[src/hw/rtl/mmrp_pkg.sv]
// Shared types, constants and field tables of the meter response parser.
`default_nettype none
package mmrp_pkg;

  localparam int NUM_POINTS = 12;
  localparam int POINT_W    = 4;
  localparam int READING_W  = 33;

  // Result status codes.
  typedef logic [2:0] status_t;
  localparam status_t ST_OK        = 3'd0;
  localparam status_t ST_NO_MATCH  = 3'd1;
  localparam status_t ST_TRUNCATED = 3'd2;
  localparam status_t ST_PROTOCOL  = 3'd3;
  localparam status_t ST_LENGTH    = 3'd4;
  localparam status_t ST_UNIT      = 3'd5;
  localparam status_t ST_FUNCTION  = 3'd6;
  localparam status_t ST_BYTE_CNT  = 3'd7;

  // Configuration register indexes.
  typedef logic [0:0] cfg_addr_t;
  localparam cfg_addr_t CFG_EXP_TRANSACTION = 1'd0;
  localparam cfg_addr_t CFG_EXP_UNIT        = 1'd1;

  localparam logic [15:0] EXP_TRANSACTION_RST = 16'hDEAD;
  localparam logic [7:0]  EXP_UNIT_RST        = 8'h01;
  localparam logic [15:0] PROTOCOL_ID         = 16'h0000;
  localparam logic [15:0] RESP_LEN            = 16'd183;
  localparam logic [7:0]  FUNC_CODE           = 8'h03;
  localparam logic [7:0]  BYTE_CNT            = 8'd180;
  localparam logic [2:0]  HDR_LAST            = 3'd5;

  typedef enum logic [3:0] {
    PH_SEEK  = 4'b0001,
    PH_SKIP  = 4'b0010,
    PH_MATCH = 4'b0100,
    PH_DONE  = 4'b1000
  } phase_t;

  typedef enum logic [1:0] {
    KIND_U32 = 2'd0,
    KIND_S16 = 2'd1,
    KIND_S32 = 2'd2
  } kind_t;

  // One datagram verdict handed from the parser to the result stage.
  typedef struct packed {
    logic    valid;
    status_t status;
  } pkt_t;

  // Register-data offset one past the last byte of each value.
  function automatic logic [7:0] fld_end(input logic [POINT_W-1:0] k);
    logic [7:0] e;
    unique case (k)
      4'd0:    e = 8'd8;
      4'd1:    e = 8'd12;
      4'd2:    e = 8'd30;
      4'd3:    e = 8'd32;
      4'd4:    e = 8'd46;
      4'd5:    e = 8'd48;
      4'd6:    e = 8'd62;
      4'd7:    e = 8'd64;
      4'd8:    e = 8'd160;
      4'd9:    e = 8'd164;
      4'd10:   e = 8'd172;
      4'd11:   e = 8'd180;
      default: e = 8'd0;
    endcase
    return e;
  endfunction

  function automatic kind_t fld_kind(input logic [POINT_W-1:0] k);
    kind_t r;
    if (k < 4'd2) begin
      r = KIND_U32;
    end else if (k < 4'd8) begin
      r = KIND_S16;
    end else begin
      r = KIND_S32;
    end
    return r;
  endfunction

  function automatic logic [READING_W-1:0] reading_of(input logic [POINT_W-1:0] k,
                                                      input logic [31:0] v);
    logic [READING_W-1:0] r;
    unique case (fld_kind(k))
      KIND_U32: r = {1'b0, v};
      KIND_S16: r = {{17{v[15]}}, v[15:0]};
      KIND_S32: r = {v[31], v};
      default:  r = '0;
    endcase
    return r;
  endfunction

endpackage
`default_nettype wire

[src/hw/rtl/modbus_meter_response_parser.sv]
// Top level of the meter response parser: input buffer, byte parser, result stage.
// Takes one datagram byte per cycle while the parser is not stalled; a byte is parsed
// from the skid buffer's main register. The first result is registered once the parser
// takes the final byte; a good response sends twelve results, one on each ready cycle.
// A final byte, or a byte that stores a value, waits while the previous datagram's
// results are still going out. Synchronous active-high reset restores both ID registers.
`default_nettype none
module modbus_meter_response_parser (
  input  wire logic        clk,
  input  wire logic        rst,
  input  wire logic        cfg_we,
  input  wire logic [0:0]  cfg_addr,
  input  wire logic [15:0] cfg_data,
  input  wire logic        s_tvalid,
  output logic             s_tready,
  input  wire logic [7:0]  s_tdata,   // [7:0] data_byte
  input  wire logic        s_tlast,   // end_of_packet
  output logic             m_tvalid,
  input  wire logic        m_tready,
  output logic [39:0]      m_tdata,   // [32:0] reading
  output logic [6:0]       m_tuser,   // [2:0] status, [6:3] point
  output logic             m_tlast    // final_res
);

  logic                               byte_valid;
  logic [8:0]                         byte_data;
  logic                               byte_take;
  logic                               emit_free;
  mmrp_pkg::pkt_t                     pkt;
  logic [mmrp_pkg::POINT_W-1:0]       rd_point;
  logic [31:0]                        rd_value;
  mmrp_pkg::status_t                  out_status;
  logic [mmrp_pkg::POINT_W-1:0]       out_point;
  logic [mmrp_pkg::READING_W-1:0]     out_reading;

  mmrp_skid u_skid (
    .clk       (clk),
    .rst       (rst),
    .in_valid  (s_tvalid),
    .in_ready  (s_tready),
    .in_data   ({s_tlast, s_tdata}),
    .out_valid (byte_valid),
    .out_data  (byte_data),
    .out_take  (byte_take)
  );

  mmrp_parser u_parser (
    .clk       (clk),
    .rst       (rst),
    .cfg_we    (cfg_we),
    .cfg_addr  (cfg_addr),
    .cfg_data  (cfg_data),
    .in_valid  (byte_valid),
    .in_byte   (byte_data[7:0]),
    .in_eop    (byte_data[8]),
    .in_take   (byte_take),
    .emit_free (emit_free),
    .pkt       (pkt),
    .rd_point  (rd_point),
    .rd_value  (rd_value)
  );

  mmrp_emit u_emit (
    .clk         (clk),
    .rst         (rst),
    .pkt         (pkt),
    .emit_free   (emit_free),
    .rd_point    (rd_point),
    .rd_value    (rd_value),
    .out_valid   (m_tvalid),
    .out_ready   (m_tready),
    .out_status  (out_status),
    .out_point   (out_point),
    .out_reading (out_reading),
    .out_final   (m_tlast)
  );

  assign m_tdata = {7'd0, out_reading};
  assign m_tuser = {out_point, out_status};

  // Only a good response spans several results.
  a_multi_only_ok: assert property (@(posedge clk) disable iff (rst)
    (m_tvalid && !m_tlast) |-> (out_status == mmrp_pkg::ST_OK))
    else $error("non-final result carries an error status");

  // An error result is a single final result with point and reading cleared.
  a_error_shape: assert property (@(posedge clk) disable iff (rst)
    (m_tvalid && out_status != mmrp_pkg::ST_OK) |->
    (m_tlast && out_point == '0 && out_reading == '0))
    else $error("malformed error result");

  // A good response ends on the last meter point.
  a_ok_ends_last: assert property (@(posedge clk) disable iff (rst)
    (m_tvalid && m_tlast && out_status == mmrp_pkg::ST_OK) |->
    (out_point == mmrp_pkg::POINT_W'(mmrp_pkg::NUM_POINTS - 1)))
    else $error("good response ended early");

  // Points of one response advance by one on each transfer.
  a_point_step: assert property (@(posedge clk) disable iff (rst)
    (m_tvalid && m_tready && !m_tlast) |=>
    (m_tvalid && out_point == $past(out_point) + 4'd1))
    else $error("point sequence broken");

endmodule
`default_nettype wire

[src/hw/rtl/mmrp_skid.sv]
// Two-entry input skid buffer that keeps tready off the downstream path.
`default_nettype none
module mmrp_skid (
  input  wire logic       clk,
  input  wire logic       rst,
  input  wire logic       in_valid,
  output logic            in_ready,
  input  wire logic [8:0] in_data,
  output logic            out_valid,
  output logic [8:0]      out_data,
  input  wire logic       out_take
);

  logic       main_valid;
  logic [8:0] main_data;
  logic       skid_valid;
  logic [8:0] skid_data;
  logic       in_fire;

  assign in_ready  = !skid_valid;
  assign in_fire   = in_valid && in_ready;
  assign out_valid = main_valid;
  assign out_data  = main_data;

  always_ff @(posedge clk) begin
    if (rst) begin
      main_valid <= 1'b0;
      skid_valid <= 1'b0;
    end else if (!main_valid || out_take) begin
      if (skid_valid) begin
        main_valid <= 1'b1;
        skid_valid <= 1'b0;
      end else begin
        main_valid <= in_fire;
      end
    end else if (in_fire) begin
      skid_valid <= 1'b1;
    end
  end

  always_ff @(posedge clk) begin
    if (!main_valid || out_take) begin
      main_data <= skid_valid ? skid_data : in_data;
    end else if (in_fire) begin
      skid_data <= in_data;
    end
  end

endmodule
`default_nettype wire

[src/hw/rtl/mmrp_parser.sv]
// Per-byte MBAP header walk, response checks and meter value capture.
`default_nettype none
module mmrp_parser (
  input  wire logic                          clk,
  input  wire logic                          rst,
  input  wire logic                          cfg_we,
  input  wire mmrp_pkg::cfg_addr_t           cfg_addr,
  input  wire logic [15:0]                   cfg_data,
  input  wire logic                          in_valid,
  input  wire logic [7:0]                    in_byte,
  input  wire logic                          in_eop,
  output logic                               in_take,
  input  wire logic                          emit_free,
  output mmrp_pkg::pkt_t                     pkt,
  input  wire logic [mmrp_pkg::POINT_W-1:0]  rd_point,
  output logic [31:0]                        rd_value
);

  logic [15:0]           exp_transaction;
  logic [7:0]            exp_unit;
  mmrp_pkg::phase_t      phase, phase_next;
  logic [15:0]           offset, offset_next;
  logic [39:0]           hdr, hdr_next;
  mmrp_pkg::status_t     first_error, first_error_next;
  logic [31:0]           field_shift, field_shift_next;
  logic [31:0]           value_store [mmrp_pkg::NUM_POINTS];

  logic [47:0]           hdr_full;
  logic [15:0]           len;
  logic [16:0]           offset_inc;
  logic [15:0]           body_pos;
  logic                  cap_en;
  logic [mmrp_pkg::NUM_POINTS-1:0] cap_hit;
  mmrp_pkg::status_t     eop_status;

  assign len        = hdr[15:0];
  assign hdr_full   = {hdr, in_byte};
  assign offset_inc = {1'b0, offset} + 17'd1;
  assign body_pos   = offset - 16'd3;

  // Value capture in the matching body; only the final byte of a field writes.
  assign cap_en = (phase == mmrp_pkg::PH_MATCH) && (first_error == mmrp_pkg::ST_OK) &&
                  (offset >= 16'd3) && (body_pos < {8'd0, mmrp_pkg::BYTE_CNT});

  always_comb begin
    for (int k = 0; k < mmrp_pkg::NUM_POINTS; k++) begin
      cap_hit[k] = cap_en &&
                   (body_pos[7:0] + 8'd1 == mmrp_pkg::fld_end(mmrp_pkg::POINT_W'(k)));
    end
  end

  // A byte that ends a datagram, or that overwrites a value, waits until the
  // result stage has finished with the previous datagram.
  assign in_take = in_valid && (emit_free || (!in_eop && (cap_hit == '0)));

  always_comb begin
    phase_next       = phase;
    offset_next      = offset;
    hdr_next         = hdr;
    first_error_next = first_error;
    field_shift_next = field_shift;
    unique case (phase)
      mmrp_pkg::PH_SEEK: begin
        hdr_next    = hdr_full[39:0];
        offset_next = offset_inc[15:0];
        if (offset[2:0] == mmrp_pkg::HDR_LAST) begin
          offset_next = '0;
          if (hdr_full[47:32] == exp_transaction) begin
            if (hdr_full[31:16] != mmrp_pkg::PROTOCOL_ID) begin
              first_error_next = mmrp_pkg::ST_PROTOCOL;
            end else if (hdr_full[15:0] != mmrp_pkg::RESP_LEN) begin
              first_error_next = mmrp_pkg::ST_LENGTH;
            end
            phase_next = (hdr_full[15:0] == '0) ? mmrp_pkg::PH_DONE : mmrp_pkg::PH_MATCH;
          end else begin
            phase_next = (hdr_full[15:0] == '0) ? mmrp_pkg::PH_SEEK : mmrp_pkg::PH_SKIP;
          end
        end
      end
      mmrp_pkg::PH_SKIP: begin
        offset_next = offset_inc[15:0];
        if (offset_inc >= {1'b0, len}) begin
          offset_next = '0;
          phase_next  = mmrp_pkg::PH_SEEK;
        end
      end
      mmrp_pkg::PH_MATCH: begin
        if (first_error == mmrp_pkg::ST_OK) begin
          priority if (offset == 16'd0) begin
            if (in_byte != exp_unit) first_error_next = mmrp_pkg::ST_UNIT;
          end else if (offset == 16'd1) begin
            if (in_byte != mmrp_pkg::FUNC_CODE) first_error_next = mmrp_pkg::ST_FUNCTION;
          end else if (offset == 16'd2) begin
            if (in_byte != mmrp_pkg::BYTE_CNT) first_error_next = mmrp_pkg::ST_BYTE_CNT;
          end else if (cap_en) begin
            field_shift_next = {field_shift[23:0], in_byte};
          end
        end
        offset_next = offset_inc[15:0];
        if (offset_inc >= {1'b0, len}) phase_next = mmrp_pkg::PH_DONE;
      end
      mmrp_pkg::PH_DONE: begin
      end
      default: begin
      end
    endcase

    unique case (phase_next)
      mmrp_pkg::PH_SKIP, mmrp_pkg::PH_MATCH: eop_status = mmrp_pkg::ST_TRUNCATED;
      mmrp_pkg::PH_DONE:                     eop_status = first_error_next;
      default:                               eop_status = mmrp_pkg::ST_NO_MATCH;
    endcase
  end

  assign pkt.valid  = in_take && in_eop;
  assign pkt.status = eop_status;

  always_ff @(posedge clk) begin
    if (rst) begin
      exp_transaction <= mmrp_pkg::EXP_TRANSACTION_RST;
      exp_unit        <= mmrp_pkg::EXP_UNIT_RST;
    end else if (cfg_we) begin
      unique case (cfg_addr)
        mmrp_pkg::CFG_EXP_TRANSACTION: exp_transaction <= cfg_data;
        mmrp_pkg::CFG_EXP_UNIT:        exp_unit        <= cfg_data[7:0];
        default: begin
        end
      endcase
    end
  end

  always_ff @(posedge clk) begin
    if (rst) begin
      phase       <= mmrp_pkg::PH_SEEK;
      offset      <= '0;
      hdr         <= '0;
      first_error <= mmrp_pkg::ST_OK;
      field_shift <= '0;
    end else if (in_take) begin
      if (in_eop) begin
        phase       <= mmrp_pkg::PH_SEEK;
        offset      <= '0;
        hdr         <= '0;
        first_error <= mmrp_pkg::ST_OK;
        field_shift <= '0;
      end else begin
        phase       <= phase_next;
        offset      <= offset_next;
        hdr         <= hdr_next;
        first_error <= first_error_next;
        field_shift <= field_shift_next;
      end
    end
  end

  // Size-two fields keep all 32 shifted bits; the reader uses the low half.
  always_ff @(posedge clk) begin
    for (int k = 0; k < mmrp_pkg::NUM_POINTS; k++) begin
      if (in_take && cap_hit[k]) value_store[k] <= field_shift_next;
    end
  end

  assign rd_value = (rd_point < mmrp_pkg::POINT_W'(mmrp_pkg::NUM_POINTS)) ?
                    value_store[rd_point] : '0;

endmodule
`default_nettype wire

[src/hw/rtl/mmrp_emit.sv]
// Result register that sends one error result or the twelve meter values.
`default_nettype none
module mmrp_emit (
  input  wire logic                            clk,
  input  wire logic                            rst,
  input  wire mmrp_pkg::pkt_t                  pkt,
  output logic                                 emit_free,
  output logic [mmrp_pkg::POINT_W-1:0]         rd_point,
  input  wire logic [31:0]                     rd_value,
  output logic                                 out_valid,
  input  wire logic                            out_ready,
  output mmrp_pkg::status_t                    out_status,
  output logic [mmrp_pkg::POINT_W-1:0]         out_point,
  output logic [mmrp_pkg::READING_W-1:0]       out_reading,
  output logic                                 out_final
);

  logic                         out_fire;
  logic [mmrp_pkg::POINT_W-1:0] point_inc;

  assign out_fire  = out_valid && out_ready;
  assign emit_free = !out_valid || (out_fire && out_final);
  assign point_inc = out_point + 4'd1;
  assign rd_point  = pkt.valid ? '0 : point_inc;

  always_ff @(posedge clk) begin
    if (rst) begin
      out_valid <= 1'b0;
    end else if (pkt.valid) begin
      out_valid <= 1'b1;
    end else if (out_fire && out_final) begin
      out_valid <= 1'b0;
    end
  end

  always_ff @(posedge clk) begin
    if (pkt.valid) begin
      out_status  <= pkt.status;
      out_point   <= '0;
      out_final   <= (pkt.status != mmrp_pkg::ST_OK);
      out_reading <= (pkt.status == mmrp_pkg::ST_OK) ?
                     mmrp_pkg::reading_of('0, rd_value) : '0;
    end else if (out_fire && !out_final) begin
      out_point   <= point_inc;
      out_final   <= (point_inc == mmrp_pkg::POINT_W'(mmrp_pkg::NUM_POINTS - 1));
      out_reading <= mmrp_pkg::reading_of(point_inc, rd_value);
    end
  end

endmodule
`default_nettype wire
[config.mk]
export PLATFORM = sky130hd
export DESIGN_NAME = modbus_meter_response_parser
export DESIGN_NICKNAME = d
export VERILOG_FILES = /design/src/hw/rtl/mmrp_pkg.sv /design/src/hw/rtl/modbus_meter_response_parser.sv /design/src/hw/rtl/mmrp_skid.sv /design/src/hw/rtl/mmrp_parser.sv /design/src/hw/rtl/mmrp_emit.sv
export SDC_FILE = /design/constraint.sdc
export NUM_CORES = 1
export LEC_CHECK = 0
export BUFFER_PORTS_ARGS = -buffer_cell sky130_fd_sc_hd__buf_2
export CORE_UTILIZATION = 50
export DETAILED_ROUTE_END_ITERATION = 7
export PLACE_DENSITY = 0.69
export SLEW_MARGIN = 5
export SYNTH_ARGS = -nofsm -noshare
export SYNTH_HDL_FRONTEND = slang
export SYNTH_SLANG_ARGS = --single-unit
[constraint.sdc]
create_clock -name clk -period 6.71 [get_ports clk]
set_clock_uncertainty 0.1 [all_clocks]
set_input_delay 0.671 -clock clk [delete_from_list [all_inputs] [get_ports clk]]
set_output_delay 0.671 -clock clk [all_outputs]
set_load 0.1 [all_outputs]
* Word level (Yosys, flattened, before mapping)
Memory sizes are Yosys's and may differ from the RTL's. Cells that the tools add are included.
Word-level totals: flip-flop bits (word level) 181, memories kept 1, bits of input ports 31, bits in read-only memories 0, bits in latches 0, output and inout port bits 50, memory bits (writable) 384
Operators by class: bitwise gates (word level) 2, multiply operators 0, order comparisons 6, div/mod/pow operators 0, equal/unequal tests 31, shift-type cells 0, reductions and logical operators 73, mux-type cells 110, add/subtract/negate cells 4
Memory list:
- u_parser.value_store | depth 12, bits a word 32, read ports 1, clocked after Yosys merged registers in 0, wr ports 1, line mmrp_parser.sv:26 | logic [31:0] value_store [mmrp_pkg::NUM_POINTS];
Operator list (number):
- $mux W32 | 19
- $reduce_or A32 Y1 | 11
- $pmux W33 S3 | 2
- $mux W33 | 3
- $mux W40 | 2
- $mux W4 | 18
- $mux W16 | 3
- $pmux W16 S3 | 1
- $mux W1 | 40
- $mux W3 | 12
- $logic_and A1 B1 Y1 | 34
- $eq A8 B6 Y1 const B | 4
- $eq A8 B8 Y1 const B | 4
- $logic_not A16 Y1 | 2
- $add A16 B1 Y17 const B | 1
- $ge A17 B16 Y1 | 1
- $eq A16 B1 Y1 const B | 1
- $eq A16 B16 Y1 | 1
- $eq A16 B2 Y1 const B | 1
- $eq A8 B4 Y1 const B | 2
- $ge A16 B2 Y1 const B | 1
- $lt A16 B8 Y1 const B | 1
- $ne A16 B8 Y1 const B | 1
- $reduce_bool A16 Y1 | 1
- other kinds (32) | 60

* Longest topological paths before layout
word-level depth 24, mapped depth 18, depth with buffers taken out 16

* Cells and area by module
A second synthesis with hierarchy kept.
Second synthesis, totals: cells, all modules 1782, area total of the unflattened synthesis 24775.0 um^2
By module, submodules not included:
- mmrp_parser | times used 1, cells each 1582, area an instance 22064.9 um^2
- mmrp_emit | times used 1, cells each 156, area an instance 1900.6 um^2
- mmrp_skid | times used 1, cells each 36, area an instance 753.2 um^2
- modbus_meter_response_parser | times used 1, cells each 8, area an instance 56.3 um^2

* Worst setup path after synthesis
Ideal clock, no wire load.
path type reg2reg, from register u_parser.offset[0], to memory u_parser.value_store[2][0], enable pin, stages on the path, launching flop included 15, data required time 6.097 ns, data arrival time 6.429 ns, setup slack -0.332 ns, cells stage by stage dfxtp_1 -> clkbuf_1 -> inv_1 -> ha_1 -> buf_2 -> nor2_1 -> a21oi_1 -> o31ai_1 -> xor2_1 -> a2111oi_0 -> o311ai_2 -> a41oi_2 -> buf_6 -> buf_4 -> nor4b_1
On the way: cells in the longest elaborated chain, start to end 23
RTL lines:
- start, declared | line mmrp_parser.sv:22 | logic [15:0] offset, offset_next;
- start signal, assigned | line mmrp_parser.sv:148 | offset <= offset_next;
- $sub A16 B2 Y16 or $ge A16 B2 Y1 (tied branches) | line mmrp_parser.sv:39, mmrp_parser.sv:43
- $add A8 B1 Y8 (tied with other cells) | line mmrp_parser.sv:48 | (body_pos[7:0] + 8'd1 == mmrp_pkg::fld_end(mmrp_pkg::POINT_W'(k)));
- $eq A8 B4 Y1 (tied with other cells) | line mmrp_parser.sv:48
- $logic_and A1 B1 Y1 | line mmrp_parser.sv:47 | cap_hit[k] = cap_en &&
- $logic_not A12 Y1 | line mmrp_parser.sv:54 | assign in_take = in_valid && (emit_free || (!in_eop && (cap_hit == '0)));
- $logic_and A1 B1 Y1 | line mmrp_parser.sv:54
- $logic_or A1 B1 Y1 | line mmrp_parser.sv:54
- $logic_and A1 B1 Y1 | line mmrp_parser.sv:54
- $logic_and A1 B1 Y1 | line mmrp_parser.sv:159 | if (in_take && cap_hit[k]) value_store[k] <= field_shift_next;
- $mux W1 | line mmrp_parser.sv:159
- $mux W1 (not written as such) | line mmrp_parser.sv:159
- $reduce_or A32 Y1 (no line)
- $mux W4 (no line) or $mux W1 (tied branches) (11 in series)
- end, declared | line mmrp_parser.sv:26
Parallel ways exist; a longest one is shown, timed or not.

* Final worst setup path
from register u_parser.offset[0], to register u_emit.out_reading[23] (netlist bit), data pin
On the way: cells in the longest elaborated chain, start to end 15
RTL lines:
- $sub A16 B2 Y16 or $ge A16 B2 Y1 (tied branches) | line mmrp_parser.sv:39, mmrp_parser.sv:43
- $add A8 B1 Y8 (tied with other cells) | line mmrp_parser.sv:48
- $eq A8 B4 Y1 (tied with other cells) | line mmrp_parser.sv:48
- $logic_and A1 B1 Y1 | line mmrp_parser.sv:47
- $logic_not A12 Y1 | line mmrp_parser.sv:54
- $logic_and A1 B1 Y1 | line mmrp_parser.sv:54
- $logic_or A1 B1 Y1 | line mmrp_parser.sv:54
- $logic_and A1 B1 Y1 | line mmrp_parser.sv:54
- $logic_and A1 B1 Y1 | line mmrp_parser.sv:115 | assign pkt.valid = in_take && in_eop;
- $mux W4 | line mmrp_emit.sv:24 | assign rd_point = pkt.valid ? '0 : point_inc;
- $mem_v2 Z12 W32 or $lt A4 B4 Y1 (tied branches)
- $mux W32 | line mmrp_parser.sv:163 | assign rd_value = (rd_point < mmrp_pkg::POINT_W'(mmrp_pkg::NUM_POINTS)) ?
- $pmux W33 S3 | line mmrp_pkg.sv:88 | unique case (fld_kind(k))
- $mux W33, on equally long branches | line mmrp_emit.sv:43, mmrp_emit.sv:41
- $mux W33 (*) | line mmrp_emit.sv:37 | if (pkt.valid) begin
- end signal, assigned | line mmrp_emit.sv:41 | out_reading <= (pkt.status == mmrp_pkg::ST_OK) ?
- end signal, assigned | line mmrp_emit.sv:46 | out_reading <= mmrp_pkg::reading_of(point_inc, rd_value);
- end, declared | line mmrp_emit.sv:14 | output logic [mmrp_pkg::READING_W-1:0] out_reading,
Every way passes the cells marked *; elsewhere a longest branch is shown, timed or not. The select of a mux whose other input is x is not followed. A chain may end at the register's enable or synchronous reset.

==> metrics.cfg <==
[outcome]
status=complete, no violations

[logic_synthesis]
yosysSeqAreaShare_pct=64.87
muxShareOfSynthArea_pct=3.080
yosys.area_share.simple_pct=13.54
post_synth_num_cell_types=75
yosys_warnings=0
synthCells=2033
yosys_register_bits=565
syn_area_um2=24210
synth_adder_area_share_pct=1.189
synth-edff-count=439
synth-xor-area-share_pct=2.243
synth_async_sr_flop_share_pct=0
synth_top_family_by_area=simple AND/OR/NAND/NOR gates
synth_compound_area_share_pct=11.84
ys.flop_type=edfxtp_1
syn_avg_cell_area_um2=11.91

[setup_path]
crit_path_cell_trace=ha_1 > and3_1 > nand3_1 > nor2_1 > nand3_1 > xnor2_1 > ha_1 > nand4_1 > nor2_1 > a21oi_1 > o211ai_1 > a221oi_1 > o32a_1 > nor3_1 > mux2i_1 > o21ai_0
startpoint_type=register
crit_fanout=17
slowest_delay_ns=0.76
arrival_ns=6.05
cp.required_ns=6.92
path_buf_inv=0
critical-path-top-delay-family=compound AO/OA/AOI/OAI gates
r2r_slack_ns=0.87
critPathCaptureType=register
cpMaxStageDelayCell=a221oi_1
reg2reg_depth=16
crit_type=reg -> reg
rr_endpoint=u_emit.out_reading[23]$_DFFE_PP_
timing.rr.start=u_parser.offset[0]$_SDFFE_PP0P_

[clocking]
cts.sinks=565
cts.path.max_buffers=3
cts_made_buffers=53
post_cts_buffers=0
cts_max_level=2
clock_latency_ns=0.60
clk_pin_slew_ns=0.07
hold_buffers=0
cts_root_buf=clkbuf_16
cts_tree=built
cts_resized=0

[drt]
drt_wl_total_mm=60.53
initialDrtViolationCount=1803
drc=0
dr.pass1.iters=6
viasPerCell=6.121
detail_route.wl_per_cell_um=22.34
dr_total_vias=16590
ant_nets=0

[sta]
slew_headroom_pct=24.40
min_period_ns=5.844
whs_ns=0.1618
worst_pin_slew_ns=1.131
timing.final.setup_violations=0
max_freq_ghz=0.1711
slew_viol_final=0
rsz0062_at_grt=false
timing.final.crit_share_pct=87.10
hold_violations=0

[grt]
antenna_found_initial=0
top_usage_layer=met2
grt_usage_pct=24.36
overflow=0
globalRouteMet3Util_pct=3.406
grt_pass1_vias=16080
use_met2_pct=40.94
grt_max_degree=120
grt_pass1_wl_mm=93.32
grt_use_met1_pct=32.92

[power_and_ir_drop]
irDropWorstVdd_uv=189.1
leakage_nw=9.835
finalPower_mw=7.778
p_per_area_nw_per_um2=287.7

[layout]
multi_input_area_um2=7915
nets=2104
drive_gt1_share_pct=14.08
finish.instance_area_um2=27040
regArea_um2=15710
syn2layout_area_growth_pct=11.68
diodes=0
nFillCells=3863

[worst_hold_path]
whs_path_depth=1
worstHoldStart=s_tdata[5]
min_to=u_skid.skid_data[5]$_DFFE_PP_
hold_class=in -> reg

[placed_design]
placed_area_um2=25160
dp_hpwl_mm=35.71
place_congestion=0.8790
io_buffers=73

[run]
maxCapViolCount=0

[floorplan]
die_y_um=222.0
die_w_um=222.0
rows=80
die_area_um2=49300
start_util_pct=50.70
io_pins=81
core_um2=47750

==> through the flow <==
step / setup TNS [ns] / utilization, % / worst slack [ns] / instances
final: 0 / 56.62 / 0.8658 / 2710
after global routing: 0 / 56.62 / 0.3490 / 2710
after CTS: 0 / 56.62 / 0.9851 / 2710
after detailed placement: 0 / 52.70 / 1.008 / 2610
after global placement: 0 / 52.70 / 1.317 / 2610
after floorplan: -11.90 / - / -0.1859 / 2039
==> report_power, final <==
group	internal (mW)	leakage (nW)	switching (mW)
clock network	1.88	0.918	1.32
logic	0.188	3.06	0.594
registers	3.77	5.86	0.0279
==> routing by layer <==
metal | part of all wire (%) | up-vias
li1 | - | 7654
met1 | 42 | 8255
met2 | 50 | 585
met3 | 6.6 | 95
met4 | 2.2 | 0
met5 | 0 | -
==> synth_stat cells, types with 6 or more instances <==
cell,n,area share (%)
a211oi_1,28,0.87
a21oi_1,83,1.7
a221oi_1,69,2.5
a311oi_1,18,0.65
a31oi_1,22,0.57
a41o_1,7,0.29
and2_1,29,0.75
and3_1,6,0.16
buf_1,11,0.17
buf_2,8,0.17
buf_4,8,0.25
clkbuf_1,120,1.9
dfxtp_1,126,10
edfxtp_1,439,54
ha_1,23,1.2
inv_1,29,0.45
mux2_2,42,2.0
mux2i_1,16,0.66
nand2_1,314,4.9
nand3_1,148,3.1
nand4_1,19,0.49
nor2_1,69,1.1
nor3_1,51,1.1
nor4_1,23,0.59
o21ai_0,115,2.4
o21ai_1,15,0.31
o311ai_0,15,0.54
o31ai_1,9,0.28
or3_1,7,0.18
xnor2_1,29,1.0
xor2_1,33,1.2
==> flip-flops by register name (all words and copies together), names as in the netlist, 3 cells and up <==
signal                    count
u_parser.value_store        384
u_parser.offset              16
u_parser.exp_unit             8
u_emit.out_status             3
u_emit.out_point              4
u_parser.field_shift         32
u_parser.phase                4
u_skid.skid_data              9
u_parser.hdr                 40
u_parser.first_error          3
u_emit.out_reading           33
u_parser.exp_transaction     16
u_skid.out_data               9
==> cell families (layout without fill, tap and decap cells) <==
logic type	after synthesis	after routing
fa+ha+maj	23	23
xor+xnor	62	62
compound gates	427	427
simple gates	705	705
other cells	1	7
flops	565	565
mux	63	63
buf+inv	187	243
==> cell type report <==
| type | instances | share of cell area [%] |
|---|---|---|
| Inverter | 31 | 0.4304 |
| Timing Repair Buffer | 112 | 2.434 |
| Clock inverter | 28 | 1.379 |
| Clock buffer | 72 | 5.544 |
| Multi-Input combinational cell | 1287 | 29.28 |
| Sequential cell | 565 | 58.09 |
| Tap cell | 615 | 2.846 |
==> layout by cell type, fill, tap and decap left out, types with 29 or more instances in the layout <==
| cell | count |
|---|---|
| o21ai_0 | 114 |
| a221oi_1 | 69 |
| buf_2 | 73 |
| and2_1 | 29 |
| nand2_1 | 312 |
| xor2_1 | 33 |
| nand3_1 | 148 |
| a21oi_1 | 83 |
| xnor2_1 | 29 |
| buf_4 | 39 |
| clkbuf_16 | 54 |
| dfxtp_1 | 126 |
| edfxtp_1 | 439 |
| mux2_2 | 42 |
| nor2_1 | 56 |
| nor3_1 | 51 |
==> worst max-delay path by stage <==
| stage | depth (start not counted) | startpoint | slack [ns] | to |
|---|---|---|---|---|
| floorplan | 15 | u_parser.offset[0]$_SDFFE_PP0P_ | -0.19 | u_parser.value_store[11][0]$_DFFE_PP_ |
| global placement | 15 | u_parser.offset[0]$_SDFFE_PP0P_ | 1.32 | u_emit.out_reading[21]$_DFFE_PP_ |
| detailed placement | 15 | u_parser.offset[0]$_SDFFE_PP0P_ | 1.01 | u_emit.out_reading[23]$_DFFE_PP_ |
| CTS | 15 | u_parser.offset[0]$_SDFFE_PP0P_ | 0.99 | u_emit.out_reading[23]$_DFFE_PP_ |
| global route | 16 | u_parser.offset[0]$_SDFFE_PP0P_ | 0.35 | u_emit.out_reading[28]$_DFFE_PP_ |
| finish | 16 | u_parser.offset[0]$_SDFFE_PP0P_ | 0.87 | u_emit.out_reading[23]$_DFFE_PP_ |
No activity file was read; power rests on OpenSTA's default activity.
